## src/hila_ram.sv

```systemverilog
// ----------------------------------------------------------------------------
// hila_ram
// single port synchronous ram, registered read
// ----------------------------------------------------------------------------
module hila_ram #(
  parameter int AW = 8,
  parameter int DW = 8
) (
  input  logic          clk,
  input  logic          we,
  input  logic [AW-1:0] addr,
  input  logic [DW-1:0] wdata,
  output logic [DW-1:0] rdata
);
  logic [DW-1:0] mem [0:(1<<AW)-1];

  always_ff @(posedge clk) begin
    if (we) begin
      mem[addr] <= wdata;
    end
    rdata <= mem[addr];
  end
endmodule

```

## config.mk

```make
export PLATFORM = sky130hd
export DESIGN_NAME = hila_ram
export DESIGN_NICKNAME = d
export VERILOG_FILES = /design/src/hila_ram.sv
export SDC_FILE = /design/constraint.sdc
export NUM_CORES = 2
export LEC_CHECK = 0
export BUFFER_PORTS_ARGS = -buffer_cell sky130_fd_sc_hd__clkbuf_2
export CORE_MARGIN = 2
export CORE_UTILIZATION = 25
export CTS_BUF_LIST = sky130_fd_sc_hd__clkbuf_16
export CTS_CLUSTER_DIAMETER = 40
export DETAILED_ROUTE_END_ITERATION = 6
export GPL_TIMING_DRIVEN = 0
export MAX_ROUTING_LAYER = met4
export PLACE_DENSITY = 0.36
export REMOVE_ABC_BUFFERS = 1
export SYNTH_ARGS = -nofsm -noshare
export SYNTH_HDL_FRONTEND = slang
export SYNTH_SLANG_ARGS = --single-unit
```

## constraint.sdc

```tcl
create_clock -name clk -period 4.11 [get_ports clk]
set_input_delay 0.2055 -clock clk [delete_from_list [all_inputs] [get_ports clk]]
set_output_delay 0.2055 -clock clk [all_outputs]
set_load 0.05 [all_outputs]
```

==> results.cfg <==
[setup_path]
path_buf_inv = 6
max_stage_delay_ps = 730
crit_chain = clkbuf_16 > buf_16 > buf_16 > buf_16 > buf_16 > buf_16 > mux4_2 > a22oi_1 > a21oi_1 > o41ai_2 > nand4_1
worstSetupPathType = input pin to register
crit_path_end_kind = register
critical-path-top-delay-family = buffers and inverters
worstPathMaxFanout = 48
worstPathArrival_ps = 4470
cp.required_ps = 4710
slowest_stage = o41ai_2
critPathLaunchType = input pin
cp_common_cell = buf_16

[die]
core_um2 = 312000
die-area_um2 = 318000
die_w_um = 564
start_util_pct = 25.1
ios = 26
row_count = 205
die_y_um = 564

[clock_network]
cts.sink_count = 2056
clock_path_buffers = 4
cts_tree = done
htreeDepth = 5
root_buffer = clkbuf_16
clk_pin_slew_ps = 50
insertion_delay_ps = 900
cts-buffers-inserted = 368

[global_routing]
antenna_found_initial = 19
grtUsageMet2_pct = 23.0
grt_use_met3_pct = 3.01
grt_pass1_wl_um = 320000
grt.overflow.total = 0
grt_max_degree = 121
grt_pass1_vias = 39700
grt_usage_pct = 14.8
top_usage_layer = met2
met1_usage_pct = 19.6

[route]
ant_nets = 0
vias = 37600
wl_per_cell_um = 28.0
firstDrtPassIters = 5
finalWirelength_um = 231000
drc = 0
routed_via_density = 4.55
drtIter0Drc = 3193

[cells_and_area]
layout.nets = 3834
area_delta_synth_final_pct = 24.9
instances_no_fill = 8270
layout-drive-gt1-share_pct = 31.3
fin_area_um2 = 98000

[sta]
hold_viol_final = 0
min_period_ps = 3860
grt_setup_unrepaired = no
slew_headroom_pct = 4.86
setup_viol = 0
period_share_pct = 94.0
fin_ws_ps = 248
fin_skew_ps = 51.5
fmax_mhz = 259
slew_viol_final = 0
whs_ps = 108
worst_pin_slew_ps = 1420

[place]
dpl.cell_count = 7570
post-place-ws_ps = -1900
gp_congestion = 0.700
placed_area_um2 = 84900
place.port_buffers = 25
dp_hpwl_um = 135000

[run]
cap_violations = 0

[logic_synthesis]
postSynthAreaPerCell_um2 = 22.1
synth_warnings = 0
ys_seq_elements = 2056
yosys.area.top_type = edfxtp_1
yosysUniqueCellTypes = 22
synth_seq_area_share_pct = 78.6
synthArstFlopShare_pct = 0
synth_edf_count = 2048
synth_area_um2 = 78500
synth-main-ff-cell = edfxtp_1
ys_top_cells_by_area = edfxtp_1 (78%), mux4_2 (15%), a22oi_1 (2.4%)
postSynthCellCount = 3547
yosysTopAreaCellShare_pct = 78.3
yosysMostFrequentCell = edfxtp_1
ys_top_cells_by_count = edfxtp_1 (2048), mux4_2 (512), a22oi_1 (256)

[pwr]
seq_power_share_pct = 41.0
combPwrFrac_pct = 4.0
p_clk_share_pct = 55.0
p_leak_nw = 30.2
switching_share_pct = 21.7
power.switching_w = 0.0123
p_per_area_nw_per_um2 = 577
fin_total_pwr_w = 0.0565
intPower_w = 0.0442
ir_drop_mv = 0.373

[worst_hold_path]
hp-class = input pin to register

[status]
status = finished, final reports clean
==> cells in the final DEF, fill, tap and decap left out, drive strengths merged, types with 39 or more instances in the layout <==
cell,n
edfxtp,2048
mux4,512
clkbuf,399
a22oi,256
nor2,232
clkinv,132
a21oi,128
buf,91
inv,75
bufinv,59
clkinvlp,39
==> routing by layer <==
metal | vias up | share of wire [%]
li1 | 15800 | -
met1 | 20300 | 44
met2 | 1091 | 48
met3 | 391 | 5.5
met4 | 0 | 2.6
met5 | - | 0
==> path summary, 6_finish.rpt <==
check,from,end,slack (ps),cells past startpoint
min,wdata[3],mem[95][3],110,1
max reg2reg,mem[159][5],rdata[5],740,5
max,addr[0],rdata[4],250,11
min reg2reg,mem[49][1],rdata[1],970,5
==> timing repair <==
| item | CTS | global route |
|---|---|---|
| gates resized for setup | 2 | 1 |
| gates cloned | 5 | 1 |
| buffers inserted | 0 | 0 |
| endpoints found under the hold margin | 243 | 0 |
| hold buffers | 9 | 0 |
| pin swaps | 1 | 2 |
| endpoints found under the setup margin | 8 | 9 |
==> power groups by stage <==
stage	clock network [W]	registers [W]	logic, W
after floorplan	0	0.0236	0.000797
after global placement	0	0.0237	0.00315
after detailed placement	0	0.0236	0.00226
after CTS	0.0318	0.0232	0.00231
after global routing	0.0327	0.0232	0.00239
final	0.0311	0.0232	0.00224
==> cells by family after synthesis <==
kind of cell	count (synthesis)	synth area share (%)
flip-flops	2056	78.6
AO/OA/AOI/OAI	416	3.62
AND/OR/NAND/NOR	330	1.73
multiplexers	512	14.7
buffers and inverters	233	1.40
==> registers in the layout (all words and copies together), names as in the netlist <==
signal and flops:
rdata 8, mem 2048
==> stage by stage <==
stage	setup TNS, ps	utilization [%]
2_1_floorplan	-3374470	-
3_3_place_gp	-	26.5
3_5_place_dp	-243220	27.2
4_1_cts	0	31.4
5_1_grt	0	31.4
6_report	0	31.4
==> final cells by class <==
type / instances / area (µm²)
Antenna cell: 7 / 17.5
Clock buffer: 373 / 9330
Clock inverter: 304 / 3380
Fill cell: 29800 / 214000
Inverter: 1 / 3.75
Multi-Input combinational cell: 1258 / 16100
Sequential cell: 2056 / 61700
Tap cell: 4140 / 5180
Timing Repair Buffer: 131 / 2350
Note: power is estimated with default switching activity, not from simulation.
