## src/hila_pkg.sv

```systemverilog
// ----------------------------------------------------------------------------
// hila_pkg
// shared constants and types of the leave-out hybrid index accumulator
// ----------------------------------------------------------------------------
package hila_pkg;
  localparam int NUM_SAMPLES = 256;
  localparam int NUM_CHROMS = 32;
  localparam int POS_BITS = 28;
  localparam int SAMPLE_BITS = 8;
  localparam int CHROM_BITS = 5;
  localparam int ADDR_BITS = SAMPLE_BITS + CHROM_BITS;
  localparam int WSUM_BITS = 56;
  localparam int WTOT_BITS = 40;
  localparam int ENTRY_BITS = WSUM_BITS + WTOT_BITS;
  localparam int HI_BITS = 17;
  localparam int QUO_BITS = 18;

  localparam logic [1:0] CMD_ACC = 2'd0;
  localparam logic [1:0] CMD_QUERY = 2'd1;
  localparam logic [1:0] CMD_CLEAR = 2'd2;

  typedef struct packed {
    logic [WSUM_BITS-1:0] wsum;
    logic [WTOT_BITS-1:0] wtot;
  } entry_t;

  typedef struct packed {
    logic start;
    logic [WSUM_BITS:0] num;
    logic [WTOT_BITS-1:0] den;
  } div_req_t;

  typedef struct packed {
    logic done;
    logic [QUO_BITS-1:0] quo;
  } div_rsp_t;
endpackage

```

## src/hila_div.sv

```systemverilog
// ----------------------------------------------------------------------------
// hila_div
// restoring divider, one quotient bit a cycle, quotient capped at its width
// ----------------------------------------------------------------------------
module hila_div import hila_pkg::*; (
  input  logic     clk,
  input  logic     rst,
  input  div_req_t req,
  output div_rsp_t rsp
);
  localparam int NB = WSUM_BITS + 1;
  localparam int CW = $clog2(NB + 1);

  logic [NB-1:0] num;
  logic [WTOT_BITS:0] rem;
  logic [WTOT_BITS-1:0] den;
  logic [QUO_BITS-1:0] quo;
  logic sat;
  logic busy;
  logic done;
  logic [CW-1:0] cnt;
  logic [WTOT_BITS:0] trial;
  logic [WTOT_BITS+1:0] diff;

  always_comb begin
    trial = {rem[WTOT_BITS-1:0], num[NB-1]};
    diff = {1'b0, trial} - {2'b0, den};
  end

  always_ff @(posedge clk) begin
    if (rst) begin
      busy <= 1'b0;
      done <= 1'b0;
    end else begin
      done <= 1'b0;
      if (req.start) begin
        busy <= 1'b1;
        cnt <= CW'(NB);
      end else if (busy) begin
        cnt <= cnt - 1'b1;
        if (cnt == CW'(1)) begin
          busy <= 1'b0;
          done <= 1'b1;
        end
      end
    end
  end

  always_ff @(posedge clk) begin
    if (req.start) begin
      num <= req.num;
      den <= req.den;
      rem <= '0;
      quo <= '0;
      sat <= 1'b0;
    end else if (busy) begin
      num <= {num[NB-2:0], 1'b0};
      if (!diff[WTOT_BITS+1]) begin
        rem <= diff[WTOT_BITS:0];
      end else begin
        rem <= trial;
      end
      if (quo[QUO_BITS-1]) begin
        sat <= 1'b1;
      end
      quo <= {quo[QUO_BITS-2:0], ~diff[WTOT_BITS+1]};
    end
  end

  assign rsp = {done, (sat ? {QUO_BITS{1'b1}} : quo)};
endmodule

```

## config.mk

```make
export PLATFORM = sky130hd
export DESIGN_NAME = hila_div
export DESIGN_NICKNAME = d
export VERILOG_FILES = /design/src/hila_pkg.sv /design/src/hila_div.sv
export SDC_FILE = /design/constraint.sdc
export NUM_CORES = 1
export LEC_CHECK = 0
export ABC_AREA = 0
export BUFFER_PORTS_ARGS = -buffer_cell sky130_fd_sc_hd__buf_2
export CAP_MARGIN = 25
export CORE_MARGIN = 8
export CORE_UTILIZATION = 58
export CTS_CLUSTER_DIAMETER = 50
export DETAILED_ROUTE_END_ITERATION = 16
export PLACE_DENSITY_LB_ADDON = 0.12
export SYNTH_ARGS = -nofsm -noshare
export SYNTH_HDL_FRONTEND = slang
export SYNTH_SLANG_ARGS = --single-unit
```

## constraint.sdc

```tcl
create_clock -name clk -period 3.65 [get_ports clk]
set_clock_uncertainty 0.15 [all_clocks]
set_input_delay 0.1825 -clock clk [delete_from_list [all_inputs] [get_ports clk]]
set_output_delay 0.1825 -clock clk [all_outputs]
set_load 0.02 [all_outputs]
```

==> flow_summary.ini <==
[floorplanning]
die_area_sq_um = 19400
die_height_um = 139
placement_rows = 45
floorplan.core_area_sq_um = 15000
die_w_um = 139
initial_cell_density_of_the_core_pct = 58.7
design.portCount = 119

[hold_path]
min_delay_path_depth = 2
min_to = rem[17]
worstHoldStart = req[97]
timing.hold.worst.class = in2reg

[clock_network]
clk-insertion-delay-late_ns = 0.43
cts_buffer_depth = 2
cts_max_level = 4
cts_root_buffer = clkbuf_16
numCtsBuffers = 17
cts_tree = done
clkTransAtPathRegs_ns = 0.06
post-cts-setup-buffers = 0
cts_sinks = 164

[logic_synthesis]
number_of_distinct_library_cell_variants_in_the_gate_level_netlist_after_synthesis = 58
synth-seq-cells = 164
per_instance_average_area_after_synthesis_sq_um = 10.5
synth_area_sq_um = 8830
synth_enable_flop_cells = 103
number_of_warnings_reported_in_the_yosys_synthesis_log = 0
synth_nets = 981
synthFlopType = edfxtp_1
synthArstFlopShare_pct = 0
sequential_share_of_the_synthesized_area_pct = 48.9
syn_inst = 838

[route]
drt_first_iter_violations = 429
ant_nets = 0
routed_wire_length_per_instance_um = 16.0
vias = 6866
drc_viols = 0
routed_via_density = 5.52
drt_wl_total_um = 19900
drtPass1Iterations = 5

[pwr]
p_per_area_nw_per_um2 = 443
vdd_ir_drop_max_uv = 347
power.static_leakage_nw = 4.86

[critical_path]
ff2ff_setup_slack_ns = 0.26
crit_path_max_fanout = 34
r2r-start = den[26]
cp.arrival_ns = 3.56
setup.worst_path.end_class = flop
setup.worst_path.start_class = flop
worst_reg2reg_endpoint = rem[6]
cp-startpoint = den[26]
reg2reg_depth = 12
timing_worst_setup_path_type = reg2reg
cp_data_required_time_ns = 3.81

[placed_design]
globalplace.congestion = 0.896
place_hpwl_um = 12600
place.port_buffers = 118
dp_cells = 1113

[timing]
setup-tns-final_ns = 0
slew_viol_final = 0
max_slew_headroom_pct = 46.7
final_min_period_over_clock_period_pct = 93.0
grt_setup_unrepaired = false
final-hold-violation-count = 0
worst_margin_slew_ns = 0.799
setup_viol_count_final = 0
clock.fmax_mhz = 295
layout_min_cycle_time_ns = 3.39

[finish]
diodes = 0
most_common_library_cell_in_the_layout_ignoring_fill_and_taps = buf_2
finalNonFillerCells = 1243
drive_above_1_share_pct = 23.7
num-nets-final = 1185
areaGrowthSynthToFinish_pct = 25.6
mostFrequentLayoutCells = buf_2 (117), nor2_1 (106), edfxtp_1 (103), dlygate4sd3_1 (98), a21oi_1 (62)

[global_route]
pin_count_of_the_biggest_net_entering_global_routing = 97
via_count_of_the_first_global_routing_pass = 7058
groute.usage.overall_pct = 20.7
gr-total-overflow = 0
wire_length_of_the_first_global_routing_pass_um = 33100
number_of_antenna_violations_at_the_first_check_in_global_routing = 0

[status]
run_status = complete, no violations

[flow_run]
number_of_max_cap_violations = 0
## metrics by stage
| step | util, % | hold WS [ns] | worst slack (ns) | total power, mW | cell area [sq um] |
|---|---|---|---|---|---|
| 3_3_place_gp | 63.5 | 0.209 | 0.440 | 3.10 | 9550 |
| 6_report | 73.8 | 0.143 | 0.255 | 4.92 | 11100 |
| 4_1_cts | 73.8 | 0.143 | 0.306 | 4.92 | 11100 |
| 5_1_grt | 73.8 | 0.162 | 0.0555 | 5.13 | 11100 |
| 2_1_floorplan | - | 0.112 | 0.653 | 2.91 | 8830 |
| 3_5_place_dp | 63.5 | 0.211 | 0.340 | 3.13 | 9550 |
## layout make-up
| class | instances | area, sq um |
|---|---|---|
| multi-input cells | 575 | 4100 |
| flip-flops and latches | 164 | 4320 |
| inverters | 58 | 218 |
| well taps | 188 | 235 |
| clock inverters | 13 | 126 |
| repair buffers | 226 | 1670 |
| clock buffers | 19 | 433 |
| fillers | 1053 | 3940 |
## critical path: stages (launching register included)
cell      delay (ns)
edfxtp_1        0.33
inv_1           0.04
ha_1            0.35
a21oi_1         0.19
o21ai_1         0.11
a21o_1          0.18
a21o_1          0.19
a31o_2          0.26
a2111o_1        0.50
nand2_2         0.29
buf_12          0.23
a21oi_1         0.10
a211oi_1        0.34
## kinds of logic (layout without fill, tap and decap cells)
family                     Yosys count  in the layout  share of synthesized area, %
AOI/OAI and AO/OA                  183            183                          13.9
xor gates and xnor gates            34             34                          3.37
adders and majority gates           43             43                          6.18
buffers and inverters               99            316                          4.77
DFF                                164            164                          48.9
muxes                               93             93                          11.4
and+or+nand+nor                    222            222                          11.6
## cells in the mapped netlist (3+ instances only)
library cell / instances / share of area, %
xnor2_1: 20 / 2.0
o2111ai_1: 3 / 0.30
nor2b_1: 7 / 0.50
nor3_1: 8 / 0.45
or2_2: 20 / 1.4
inv_1: 58 / 2.5
a21o_1: 16 / 1.4
o211ai_1: 7 / 0.60
o21ai_0: 16 / 0.91
a21oi_1: 62 / 3.5
edfxtp_1: 103 / 35
buf_2: 3 / 0.17
buf_1: 3 / 0.13
nand4_1: 6 / 0.43
mux2_2: 59 / 7.5
o21bai_1: 6 / 0.51
a31o_2: 3 / 0.30
a211oi_1: 30 / 2.6
o21a_1: 8 / 0.68
buf_4: 4 / 0.34
mux2i_1: 34 / 3.9
nand2_1: 38 / 1.6
clkbuf_1: 28 / 1.2
and2_1: 3 / 0.21
xor2_1: 14 / 1.4
nor2_1: 106 / 4.5
a41oi_1: 4 / 0.40
nand3_1: 8 / 0.45
nand2b_1: 9 / 0.64
a311oi_1: 4 / 0.40
a31oi_1: 5 / 0.35
and3_1: 8 / 0.57
dfxtp_1: 61 / 14
ha_1: 42 / 6.0
## power breakdown
group	leakage [nW]	internal [mW]	total (mW)	switching [mW]
logic	3.08	0.471	0.986	0.515
registers	1.52	2.14	2.21	0.0748
clock network	0.266	0.949	1.72	0.766
total	4.86	3.56	4.92	1.36
## sequential cells by signal, indices dropped and copies added (netlist names)
signal	flops
num	57
den	40
rem	40
quo	18
cnt	6
busy	1
done	1
sat	1
## worst max path at each step
stage | endpoint | cells past startpoint
after floorplan | rem[32] | 13
after global placement | rem[17] | 12
after detailed placement | rem[38] | 13
after CTS | rem[38] | 13
after global routing | rem[32] | 13
final | rem[6] | 12
## metal layers
layer  routed length (um)  track usage (%)
met2                10300             37.1
met3                  850             4.72
met5                    0                0
met1                 8260             23.2
met4                  464             8.67
## what timing repair did
action,4_1_cts,5_1_grt
hold buffers,98,0
hold endpoints to repair,99,0
resized for setup,0,0
setup endpoints to repair,0,0
Note: power is estimated with default switching activity, not from simulation.
